## src/design/aesbe_pkg.sv

```systemverilog
// Shared types, constants and round functions for the AES block encryptor.
// Used by the controller, the datapath and the top level; depends on nothing.
package aesbe_pkg;

	localparam int KEY_TABLE_WORDS = 30;
	localparam int BANK_DEPTH      = (KEY_TABLE_WORDS + 1) / 2;
	localparam int BANK_AW         = (BANK_DEPTH > 1) ? $clog2(BANK_DEPTH) : 1;
	localparam int RND_W           = 4;
	localparam int IDX_W           = 5;

	localparam logic [1:0] KL_128 = 2'd0;
	localparam logic [1:0] KL_192 = 2'd1;
	localparam logic [7:0] GF_POLY = 8'h1B;
	localparam logic [7:0] GF_TOP  = 8'h80;

	localparam logic [RND_W-1:0] NR_128 = 4'd10;
	localparam logic [RND_W-1:0] NR_192 = 4'd12;
	localparam logic [RND_W-1:0] NR_256 = 4'd14;

	localparam logic KIND_KEY   = 1'b0;
	localparam logic KIND_BLOCK = 1'b1;

	typedef struct packed {
		logic             load;
		logic             step;
		logic             first;
		logic             last;
		logic             key_we;
		logic [RND_W-1:0] rd_round;
	} dp_cmd_t;

	localparam logic [7:0] SBOX [256] = '{
		8'h63,8'h7c,8'h77,8'h7b,8'hf2,8'h6b,8'h6f,8'hc5,8'h30,8'h01,8'h67,8'h2b,8'hfe,8'hd7,8'hab,8'h76,
		8'hca,8'h82,8'hc9,8'h7d,8'hfa,8'h59,8'h47,8'hf0,8'had,8'hd4,8'ha2,8'haf,8'h9c,8'ha4,8'h72,8'hc0,
		8'hb7,8'hfd,8'h93,8'h26,8'h36,8'h3f,8'hf7,8'hcc,8'h34,8'ha5,8'he5,8'hf1,8'h71,8'hd8,8'h31,8'h15,
		8'h04,8'hc7,8'h23,8'hc3,8'h18,8'h96,8'h05,8'h9a,8'h07,8'h12,8'h80,8'he2,8'heb,8'h27,8'hb2,8'h75,
		8'h09,8'h83,8'h2c,8'h1a,8'h1b,8'h6e,8'h5a,8'ha0,8'h52,8'h3b,8'hd6,8'hb3,8'h29,8'he3,8'h2f,8'h84,
		8'h53,8'hd1,8'h00,8'hed,8'h20,8'hfc,8'hb1,8'h5b,8'h6a,8'hcb,8'hbe,8'h39,8'h4a,8'h4c,8'h58,8'hcf,
		8'hd0,8'hef,8'haa,8'hfb,8'h43,8'h4d,8'h33,8'h85,8'h45,8'hf9,8'h02,8'h7f,8'h50,8'h3c,8'h9f,8'ha8,
		8'h51,8'ha3,8'h40,8'h8f,8'h92,8'h9d,8'h38,8'hf5,8'hbc,8'hb6,8'hda,8'h21,8'h10,8'hff,8'hf3,8'hd2,
		8'hcd,8'h0c,8'h13,8'hec,8'h5f,8'h97,8'h44,8'h17,8'hc4,8'ha7,8'h7e,8'h3d,8'h64,8'h5d,8'h19,8'h73,
		8'h60,8'h81,8'h4f,8'hdc,8'h22,8'h2a,8'h90,8'h88,8'h46,8'hee,8'hb8,8'h14,8'hde,8'h5e,8'h0b,8'hdb,
		8'he0,8'h32,8'h3a,8'h0a,8'h49,8'h06,8'h24,8'h5c,8'hc2,8'hd3,8'hac,8'h62,8'h91,8'h95,8'he4,8'h79,
		8'he7,8'hc8,8'h37,8'h6d,8'h8d,8'hd5,8'h4e,8'ha9,8'h6c,8'h56,8'hf4,8'hea,8'h65,8'h7a,8'hae,8'h08,
		8'hba,8'h78,8'h25,8'h2e,8'h1c,8'ha6,8'hb4,8'hc6,8'he8,8'hdd,8'h74,8'h1f,8'h4b,8'hbd,8'h8b,8'h8a,
		8'h70,8'h3e,8'hb5,8'h66,8'h48,8'h03,8'hf6,8'h0e,8'h61,8'h35,8'h57,8'hb9,8'h86,8'hc1,8'h1d,8'h9e,
		8'he1,8'hf8,8'h98,8'h11,8'h69,8'hd9,8'h8e,8'h94,8'h9b,8'h1e,8'h87,8'he9,8'hce,8'h55,8'h28,8'hdf,
		8'h8c,8'ha1,8'h89,8'h0d,8'hbf,8'he6,8'h42,8'h68,8'h41,8'h99,8'h2d,8'h0f,8'hb0,8'h54,8'hbb,8'h16
	};

	function automatic logic [RND_W-1:0] round_count(input logic [1:0] kl);
		logic [RND_W-1:0] n;
		n = NR_256;
		if (kl == KL_128) n = NR_128;
		else if (kl == KL_192) n = NR_192;
		return n;
	endfunction

	function automatic logic [7:0] xtime(input logic [7:0] b);
		return {b[6:0], 1'b0} ^ (((b & GF_TOP) != 8'h00) ? GF_POLY : 8'h00);
	endfunction

	// Byte i of the state sits at bits 127-8i; byte i is row i%4, column i/4.
	function automatic logic [127:0] sub_shift(input logic [127:0] s);
		logic [127:0] t;
		t = '0;
		for (int c = 0; c < 4; c++) begin
			for (int r = 0; r < 4; r++) begin
				t[127 - 8*(r + 4*c) -: 8] = SBOX[s[127 - 8*(r + 4*((c + r) % 4)) -: 8]];
			end
		end
		return t;
	endfunction

	function automatic logic [127:0] mix_cols(input logic [127:0] s);
		logic [127:0] t;
		logic [7:0]   a0, a1, a2, a3, al;
		t = '0;
		for (int c = 0; c < 4; c++) begin
			a0 = s[127 - 32*c -: 8];
			a1 = s[119 - 32*c -: 8];
			a2 = s[111 - 32*c -: 8];
			a3 = s[103 - 32*c -: 8];
			al = a0 ^ a1 ^ a2 ^ a3;
			t[127 - 32*c -: 8] = a0 ^ al ^ xtime(a0 ^ a1);
			t[119 - 32*c -: 8] = a1 ^ al ^ xtime(a1 ^ a2);
			t[111 - 32*c -: 8] = a2 ^ al ^ xtime(a2 ^ a3);
			t[103 - 32*c -: 8] = a3 ^ al ^ xtime(a3 ^ a0);
		end
		return t;
	endfunction

endpackage

```

## src/design/aesbe_ctrl.sv

```systemverilog
// Controller for the AES block encryptor: sequences the rounds of one item.
// Depends on aesbe_pkg.
module aesbe_ctrl (
	input  logic               clk,
	input  logic               arst_n,
	input  logic               in_valid,
	input  logic               kind,
	input  logic [1:0]         key_length,
	input  logic               out_ready,
	output logic               in_ready,
	output logic               out_valid,
	output aesbe_pkg::dp_cmd_t cmd
);
	import aesbe_pkg::*;

	typedef enum logic [2:0] {
		S_IDLE = 3'b001,
		S_RUN  = 3'b010,
		S_DONE = 3'b100
	} state_t;

	state_t           state_q, state_d;
	logic [RND_W-1:0] rnd_q, rnd_d;
	logic             last;

	assign last = (rnd_q == round_count(key_length));

	always_comb begin
		state_d      = state_q;
		rnd_d        = rnd_q;
		in_ready     = 1'b0;
		out_valid    = 1'b0;
		cmd          = '0;
		cmd.first    = (rnd_q == '0);
		cmd.last     = last;
		cmd.rd_round = '0;
		unique case (state_q)
			S_IDLE: begin
				in_ready   = 1'b1;
				cmd.key_we = in_valid && (kind == KIND_KEY);
				if (in_valid && (kind == KIND_BLOCK)) begin
					cmd.load = 1'b1;
					rnd_d    = '0;
					state_d  = S_RUN;
				end
			end
			S_RUN: begin
				// The key for the next round is fetched while this one is applied.
				cmd.step     = 1'b1;
				cmd.rd_round = rnd_q + 1'b1;
				rnd_d        = rnd_q + 1'b1;
				if (last) state_d = S_DONE;
			end
			S_DONE: begin
				out_valid = 1'b1;
				if (out_ready) begin
					rnd_d   = '0;
					state_d = S_IDLE;
				end
			end
			default: begin
				state_d = S_IDLE;
			end
		endcase
	end

	always_ff @(posedge clk or negedge arst_n) begin
		if (!arst_n) begin
			state_q <= S_IDLE;
			rnd_q   <= '0;
		end else begin
			state_q <= state_d;
			rnd_q   <= rnd_d;
		end
	end
endmodule

```

## config.mk

```make
export PLATFORM = sky130hd
export DESIGN_NAME = aesbe_ctrl
export DESIGN_NICKNAME = d
export VERILOG_FILES = /design/src/design/aesbe_pkg.sv /design/src/design/aesbe_ctrl.sv
export SDC_FILE = /design/constraint.sdc
export NUM_CORES = 1
export LEC_CHECK = 0
export BUFFER_PORTS_ARGS = -buffer_cell sky130_fd_sc_hd__buf_2
export CAP_MARGIN = 20
export CORE_AREA = 3 3 40 42
export DETAILED_ROUTE_END_ITERATION = 16
export DIE_AREA = 0 0 43 45
export PLACE_DENSITY = 0.72
export SYNTH_ARGS = -nofsm -noshare
export SYNTH_HDL_FRONTEND = slang
export SYNTH_SLANG_ARGS = --single-unit
```

## constraint.sdc

```tcl
create_clock -name clk -period 1.2 [get_ports clk]
set_input_delay 0.06 -clock clk [delete_from_list [all_inputs] [get_ports clk]]
set_output_delay 0.06 -clock clk [all_outputs]
set_load 0.02 [all_outputs]
```

==> results of run 1 <==
sequential cells by signal, summed over array words and instances, names as in the netlist:
signal,cells
rnd_q,4
state_q,3
cells by family (layout without fill, tap and decap cells):
group           count (synthesis)  after routing  share of synthesized area (%)
flops                           7              7                          37.11
fa+ha+maj                       2              2                          5.262
xor+xnor                        2              2                          3.685
buf+inv                         7             43                          9.736
simple gates                   19             19                          27.63
compound gates                 10             10                          16.58
routing by layer:
| layer | GRT usage, % | part of all wire [%] | wire length [um] | vias to the layer above |
|---|---|---|---|---|
| met4 | 9.036 | 1.8 | 25 | 0 |
| li1 | - | - | - | 236 |
| met3 | 3.586 | 5.8 | 80 | 2 |
| met1 | 19.80 | 41 | 573 | 227 |
| met2 | 27.84 | 51 | 707 | 19 |
| met5 | 0 | 0 | 0 | - |
through the flow:
step	area (sq um)	hold slack, ps
floorplan	499.2	-235.6
global placement	629.4	-101.6
global route	903.4	153.0
finish	903.4	144.9
CTS	834.6	132.9
detailed placement	629.4	-102.0
worst min-delay path, stage by stage:
cell,delay (ps)
buf_2,90
nor3_1,40
a21o_1,150
synthesized netlist by cell type, drive strengths merged (2+ instances only):
cell type  instances
and4bb             2
ha                 2
inv                3
nor2               4
nor3               2
buf                3
a21o               4
dfrtp              6
and2               2
report_power, final:
part           internal, mW  leakage (nW)  switching, mW  total (mW)
clock                 0.127        0.0150         0.0852       0.212
sequential            0.259        0.0912         0.0242       0.283
combinational         0.167         0.347          0.143       0.310
total                 0.553         0.453          0.252       0.805
cell type report:
| class | instances | area [sq um] |
|---|---|---|
| clock buffers | 4 | 26.28 |
| fillers | 89 | 381.6 |
| well taps | 15 | 18.77 |
| multi-input cells | 33 | 355.3 |
| repair buffers | 35 | 302.8 |
| flip-flops and latches | 7 | 177.7 |
| inverters | 4 | 22.52 |
worst paths after layout:
check	to	slack (ps)	cells past startpoint
setup reg to reg	state_q[2]$_DFFE_PN0P_	-210	4
hold reg to reg	rnd_q[1]$_DFFE_PN0P_	610	1
hold / removal	state_q[2]$_DFFE_PN0P_	140	3
setup / recovery	cmd[0]	-290	4
max in group asynchronous	state_q[0]$_DFFE_PN1P_	810	2
min in group asynchronous	rnd_q[3]$_DFFE_PN0P_	160	2
what timing repair did:
item / in CTS / in global routing
buffers inserted: 7 / 3
gates resized for setup: 37 / 9
hold endpoints to repair: 7 / 0
endpoints found under the setup margin: 18 / 18
pin swaps: 13 / 5
hold buffers: 1 / 0
==> flow_summary.ini, run 1 <==
[floorplan]
die_w_um = 43
io_pins = 18
row_count = 13
core-area_sq_mm = 0.001285
die_h_um = 45
dieArea_sq_mm = 0.001935
start_util_pct = 37.00

[critical_path]
timing.rr.start = rnd_q[1]$_DFFE_PN0P_
worstPathArrival_ps = 1430
cp_slowest_cell = or3b_4
cp-end-kind = output port
path_delay_family = simple AND/OR/NAND/NOR gates
crit_top_cell = buf_6
cp_max_fo = 4
crit_path_start = state_q[0]$_DFFE_PN1P_
worst_setup_path_start_kind = register
cp.required_ps = 1140
crit_buf_inv = 2
critPathKind = register to output port
crit_chain = or3b_4 -> buf_6 -> nor2_4 -> buf_6
worst_path_largest_cell_delay_ps = 430

[global_route]
grt_first_pass_wirelength_um = 2242
grt_max_degree = 8
grt_antenna_before_repair = 0
grt_pass1_vias = 482
overflow = 0
track_usage_pct = 16.55

[yosys]
synth_cell_types = 30
ys_ff_latch = 7
synth_area_per_cell_sq_um = 10.12
synth_area_sq_um = 475.5
synth_ff_type = dfrtp_1
syn_inst = 47
ys.warnings.count = 0
seq_area_frac_synth_pct = 37.11
synth.top_cell.area_share_pct = 31.58
synthTopCellsByArea = dfrtp_1 (32%), a21o_1 (6.3%), dfstp_2 (5.5%)
synth_largest_area_cell = dfrtp_1
synth-edff-count = 0
synthArstFlopShare_pct = 100.0
syn_nets = 56

[routing]
drt_iter0_drc = 8
avgRoutedWirePerCell_um = 14.13
ant_nets = 0
drc = 0
dr.pass1.iters = 4
vias = 484
wl_um = 1385
vias_per_cell = 4.939

[clocking]
cts-root-buf = clkbuf_4
clk_latency_ps = 250
cts_tree = yes
clockBufferDepth = 2
cts.sinks = 7
cts_buffers = 3
htree_levels = 1
cts.clk_slew.worst_paths_ps = 50

[pwr]
p_leak_nw = 0.4527
peakVddDrop_v = 0.0005693
p_per_area_mw_per_mm2 = 891.5
power_mw = 0.8054

[final_layout]
nNetsFinal = 93
final_cell_mix = buf_6 (14), buf_4 (14), buf_2 (6)
syn_to_final_growth_pct = 90.00
drive_gt1_share_pct = 74.70
final_cells = 98
antenna_cells = 0
utilization_pct = 70.30

[min_path]
hp-class = primary input to register
holdCritStartpoint = out_ready

[timing]
worst_pin_slew_ps = 286.2
fin_crit_ps = 1488
hold_viol_final = 0
finClkSkew_ps = 1.527
maxSlewViolCount = 0
relSlewSlack_pct = 80.65
tns_ps = -3429
fin_ws_ps = -287.6
max_clock_freq_mhz = 672.2
finalSetupViolations = 18
fin_crit_sh_pct = 124.0
grt_setup_unrepaired = yes

[place]
io_buffers = 17
dp_slack_ps = -115.8
gp_congestion = 0.6938
place_inst = 83
place.detailed.hpwl_um = 851.8

[status]
failed_checks = setup timing
status = complete, but fails checks

[flow_run]
max_cap_violations = 0
Note: power is estimated with default switching activity, not from simulation.
==> run 2, diff against run 1 <==
Settings changed: PLACE_DENSITY 0.72 to 0.69.
Clock period 1.2 ns to 1.7 ns, I/O delays scaled along.
==> run 2 against run 1 <==
- the flow now finishes without violations
- core utilization is 24 points lower
- die area is the same
- global-route usage down 5.3 points
- critical path type unchanged
==> flow_summary.ini, run 2 (synthesis results as in run 1) <==
[status]
status = finished clean

[pwr]
p_int_mw = 0.3236
p_sw_share_pct = 30.01
power.switching_mw = 0.1388
power_mw = 0.4624
pwr-share-clk_pct = 31.4
share_seq_of_total_power_pct = 43.8
p_leak_nw = 0.3393
p_per_area_mw_per_mm2 = 781.4
peakVddDrop_v = 0.0002300
power_frac_comb_pct = 24.9

[global_route]
track_usage_pct = 11.25
overflow = 0
gr-usage-met3_pct = 3.187
grt_first_pass_wirelength_um = 1587
busiest_layer = met1
grt_antenna_before_repair = 0
grt_pass1_vias = 367
met2_usage_pct = 15.27
met1_usage_pct = 15.56
grt_max_degree = 8

[timing]
hold_viol_final = 0
fin_crit_ps = 1558
relSlewSlack_pct = 77.57
finalSetupViolations = 0
fin_ws_ps = 141.6
finClkSkew_ps = 3.697
worst_pin_slew_ps = 335.8
timing.hold.ws_ps = 175.3
tns_ps = 0
grt_setup_unrepaired = no
maxSlewViolCount = 0
max_clock_freq_mhz = 641.7
fin_crit_sh_pct = 91.67

[routing]
vias_per_cell = 4.926
drt_iter0_drc = 2
wl_um = 981
ant_nets = 0
avgRoutedWirePerCell_um = 12.11
vias = 399
drc = 0
dr.pass1.iters = 3

[critical_path]
worstPathArrival_ps = 1470
r2r_cells = 3
r2r-end = rnd_q[1]$_DFFE_PN0P_
critPathKind = register to output port
worst_setup_path_start_kind = register
crit_path_end = cmd[1]
cp_max_fo = 6
cp-end-kind = output port
timing.rr.start = state_q[0]$_DFFE_PN1P_
cp.required_ps = 1620
reg2reg_slack_ps = 310
crit_path_start = state_q[2]$_DFFE_PN0P_

[floorplan]
dieArea_sq_mm = 0.001935
start_util_pct = 37.00
core-area_sq_mm = 0.001285
row_count = 13
die_h_um = 45
io_pins = 18
die_w_um = 43

[final_layout]
final_common_cell = buf_2
final_cell_mix = buf_2 (17), dfrtp_1 (6), nor2_1 (4), a21o_1 (4)
nNetsFinal = 76
antenna_cells = 0
syn_to_final_growth_pct = 24.47
largest_reg_flops = 4
final_cells = 81
fin_area_sq_um = 591.8
utilization_pct = 46.06
reg_top3 = rnd_q x4, state_q x3
largest_register = rnd_q
drive_gt1_share_pct = 40.91

[place]
dp_slack_ps = 231.5
io_buffers = 17
postPlaceCellArea_sq_um = 553.0
place.detailed.hpwl_um = 757.7
place_inst = 76
gp_congestion = 0.7655

[clocking]
cts.sinks = 7
clockBufferDepth = 2
cts.clk_slew.worst_paths_ps = 50
cts-root-buf = clkbuf_4
clk_latency_ps = 240
htree_levels = 1
cts_buffers = 3
cts_tree = yes

[min_path]
hp-class = primary input to register

[flow_run]
max_cap_violations = 0
-- run 2: cell types whose count changed in the layout (fill, tap and decap cells not counted), sizes merged --
cell / previous run / this run
buf: 34 / 17
-- run 2: worst min path at each step --
stage | from | endpoint | slack (ps) | depth (start not counted)
after floorplan | arst_n | rnd_q[0]$_DFFE_PN0P_ | -210 | 0
after global placement | arst_n | state_q[2]$_DFFE_PN0P_ | -80 | 1
after detailed placement | arst_n | state_q[1]$_DFFE_PN0P_ | -70 | 1
after CTS | out_ready | state_q[2]$_DFFE_PN0P_ | 160 | 3
after global routing | out_ready | state_q[2]$_DFFE_PN0P_ | 180 | 3
final | out_ready | state_q[2]$_DFFE_PN0P_ | 180 | 3
-- run 2: timing repair --
item | in CTS | in global routing
endpoints found under the setup margin | 0 | 2
setup buffers | 0 | 0
hold buffers | 1 | 0
hold endpoints to repair | 7 | 0
gates resized for setup | 0 | 1
-- run 2: layout make-up --
type	instances	area, sq um
fillers	132	693.2
multi-input cells	33	255.2
flip-flops and latches	7	176.4
repair buffers	18	95.09
clock buffers	4	26.28
inverters	4	20.02
well taps	15	18.77
-- run 2: power groups by stage --
stage / logic (mW) / registers, mW / clock network (mW)
final: 0.115 / 0.202 / 0.145
after global routing: 0.130 / 0.204 / 0.160
after CTS: 0.117 / 0.202 / 0.154
after detailed placement: 0.114 / 0.204 / 0
after global placement: 0.114 / 0.203 / 0
after floorplan: 0.0801 / 0.198 / 0
-- run 2: metal layers --
metal	vias up	wire length, um
met5	-	0
met4	0	0
li1	207	-
met2	10	442
met1	182	464
met3	0	74
-- run 2: critical path, cell delays in order (launching register included) --
cell and delay, ps:
dfrtp_1 420, or3b_4 450, clkinv_4 70, and2_4 140, buf_2 150
==> run 3, diff against run 2 <==
Settings changed: ABC_AREA set to 1, CORE_AREA 3 3 40 42 to not set, CORE_MARGIN set to 3, CORE_UTILIZATION set to 28, DIE_AREA 0 0 43 45 to not set, PLACE_DENSITY 0.69 to 0.58.
==> run 3 against run 2 <==
- non-clock buffer count unchanged
- synthesized area up 12%
- first-iteration DRC count unchanged
- setup slack better by 150 ps
- count of clock-buffer cells in the layout unchanged
- register-to-register slack better by 240 ps
- hold slack worse by 4.9 ps
- sequential share of layout area down 3.5 points
- largest cell class unchanged
- largest power group is now combinational logic
- final cell count up 51%
- clock power about the same
- final area up 13%
==> flow_summary.ini, run 3 <==
[status]
status = finished clean

[routing]
dr.pass1.iters = 2
wl_um = 1130
vias_per_cell = 4.049
vias = 494
avgRoutedWirePerCell_um = 9.262
drc = 0
drt_iter0_drc = 2
ant_nets = 0

[clocking]
clk_latency_ps = 250
cts_buffers = 3
cts.clk_slew.worst_paths_ps = 50
cts-root-buf = clkbuf_4
cts_tree = yes
cts.sinks = 7
htree_levels = 1
clockBufferDepth = 2

[yosys]
synth_cell_types = 16
synth-edff-count = 0
synthArstFlopShare_pct = 100.0
synth_common_cells = nand2_1 (25), inv_1 (13), nor2_1 (10)
synth.top_cell.area_share_pct = 28.17
synth_ff_type = dfrtp_1
syn_inst = 77
seq_area_frac_synth_pct = 33.10
ys_ff_latch = 7
synthTopCellsByArea = dfrtp_1 (28%), nand2_1 (18%), nand3_2 (11%)
synth.most_common_cell = nand2_1
synth_largest_area_cell = dfrtp_1
synth_area_sq_um = 533.0
synth_area_per_cell_sq_um = 6.922
syn_nets = 86
ys.warnings.count = 0

[timing]
finClkSkew_ps = 1.510
worst_pin_slew_ps = 217.0
finalSetupViolations = 0
grt_setup_unrepaired = no
maxSlewViolCount = 0
relSlewSlack_pct = 85.53
fin_crit_ps = 1407
hold_viol_final = 0
tns_ps = 0
max_clock_freq_mhz = 710.8
fin_crit_sh_pct = 82.75

[final_layout]
largest_register = rnd_q
nNetsFinal = 107
reg_top3 = rnd_q x4, state_q x3
fillCellCount = 205
final_cell_mix = nand2_1 (25), buf_2 (17), inv_1 (13)
final_common_cell = nand2_1
syn_to_final_growth_pct = 25.82
drive_gt1_share_pct = 36.08
largest_reg_flops = 4
antenna_cells = 0

[pwr]
peakVddDrop_v = 0.0004340
power_frac_comb_pct = 52.2
p_sw_share_pct = 46.70
share_seq_of_total_power_pct = 31.1
power.switching_mw = 0.4117
p_leak_nw = 0.4447
power_mw = 0.8816
p_per_area_mw_per_mm2 = 1315
pwr-share-clk_pct = 16.7
p_int_mw = 0.4699

[global_route]
track_usage_pct = 10.62
grt_max_degree = 8
grt_antenna_before_repair = 0
grt_first_pass_wirelength_um = 2001
overflow = 0
grt_pass1_vias = 479

[floorplan]
core-area_sq_mm = 0.001764
dieArea_sq_mm = 0.002463
io_pins = 18
row_count = 15
die_h_um = 49.63
die_w_um = 49.63
start_util_pct = 30.21

[critical_path]
reg2reg_slack_ps = 550
crit_chain = inv_2 -> nand3_2 -> inv_2 -> nand2_1 -> inv_1 -> buf_2
crit_buf_inv = 4
worst_setup_path_start_kind = register
worstPathArrival_ps = 1320
worst_path_largest_cell_delay_ps = 550
critPathKind = register to output port
r2r-end = state_q[2]$_DFFE_PN0P_
path_delay_family = flip-flops
r2r_cells = 7
cp_slowest_cell = dfstp_2
cp_max_fo = 6
cp.required_ps = 1620
crit_top_cell = inv_2
timing.rr.start = state_q[0]$_DFFE_PN1P_
crit_path_start = state_q[0]$_DFFE_PN1P_
cp-end-kind = output port

[min_path]
hold_path_depth = 3
holdCritStartpoint = out_ready
holdPathEnd = state_q[2]$_DFFE_PN0P_
hp-class = primary input to register

[place]
place.detailed.hpwl_um = 934.6
io_buffers = 17
gp_congestion = 0.7297

[flow_run]
max_cap_violations = 0
run 3: worst reg2reg max path, delay by kind of cell, from the launching register on:
kind	cells	cell delay (ps)
buffers and inverters	2	90
DFF	1	550
and+or+nand+nor	5	390
run 3: worst max-delay path by stage:
stage,end,slack (ps),depth (start not counted)
after global routing,cmd[3],120,6
after detailed placement,cmd[2],540,6
final,cmd[2],290,6
after CTS,cmd[2],260,6
after floorplan,cmd[4],450,4
after global placement,cmd[2],550,6
run 3: kinds of logic (layout without fill, tap and decap cells):
| family | after synthesis | count (layout) | share of synthesized area [%] |
|---|---|---|---|
| AOI/OAI and AO/OA | 2 | 2 | 3.051 |
| buffers and inverters | 19 | 39 | 14.79 |
| adders and majority gates | 2 | 2 | 4.694 |
| and+or+nand+nor | 46 | 46 | 42.72 |
| xor gates and xnor gates | 1 | 1 | 1.643 |
| DFF | 7 | 7 | 33.10 |
run 3: repair_timing:
action                    in CTS  in global routing
hold endpoints to repair       7                  0
setup buffers                  0                  0
resized for setup              0                  0
hold buffers                   1                  0
run 3: metal layers:
metal | GRT usage, % | vias to the layer above | share of wire, % | routed length [um]
li1 | - | 265 | - | -
met4 | 4.147 | 0 | 1.7 | 19
met1 | 12.64 | 220 | 45 | 511
met2 | 17.40 | 7 | 51 | 575
met3 | 3.625 | 2 | 2.1 | 24
met5 | 0 | - | 0 | 0
run 3: per-stage QoR:
| step | instance area, sq um | hold WS (ps) | util (%) | instances | setup WS, ps |
|---|---|---|---|---|---|
| floorplan | 533.0 | -210.6 | - | 77 | 445.6 |
| global route | 670.6 | 191.8 | 38.01 | 122 | 119.1 |
| detailed placement | 634.4 | -72.06 | 35.96 | 117 | 538.0 |
| CTS | 670.6 | 167.4 | 38.01 | 122 | 258.6 |
| global placement | 634.4 | -71.27 | 35.96 | 117 | 548.4 |
| finish | 670.6 | 170.4 | 38.01 | 122 | 293.2 |
run 3: final cells by class:
cell class | instances | area (sq um) | share of cell area [%]
tap | 25 | 31.28 | 4.664
sequential | 7 | 176.4 | 26.31
multi-input combinational | 51 | 277.8 | 41.42
timing repair buffer | 18 | 95.09 | 14.18
clock buffer | 4 | 26.28 | 3.918
inverter | 17 | 63.81 | 9.515
run 3: power groups by stage:
stage	combinational [mW]	sequential [mW]	clock, mW
global placement	0.457	0.276	0
detailed placement	0.462	0.277	0
floorplan	0.358	0.265	0
finish	0.460	0.274	0.147
global route	0.516	0.284	0.176
CTS	0.468	0.275	0.156
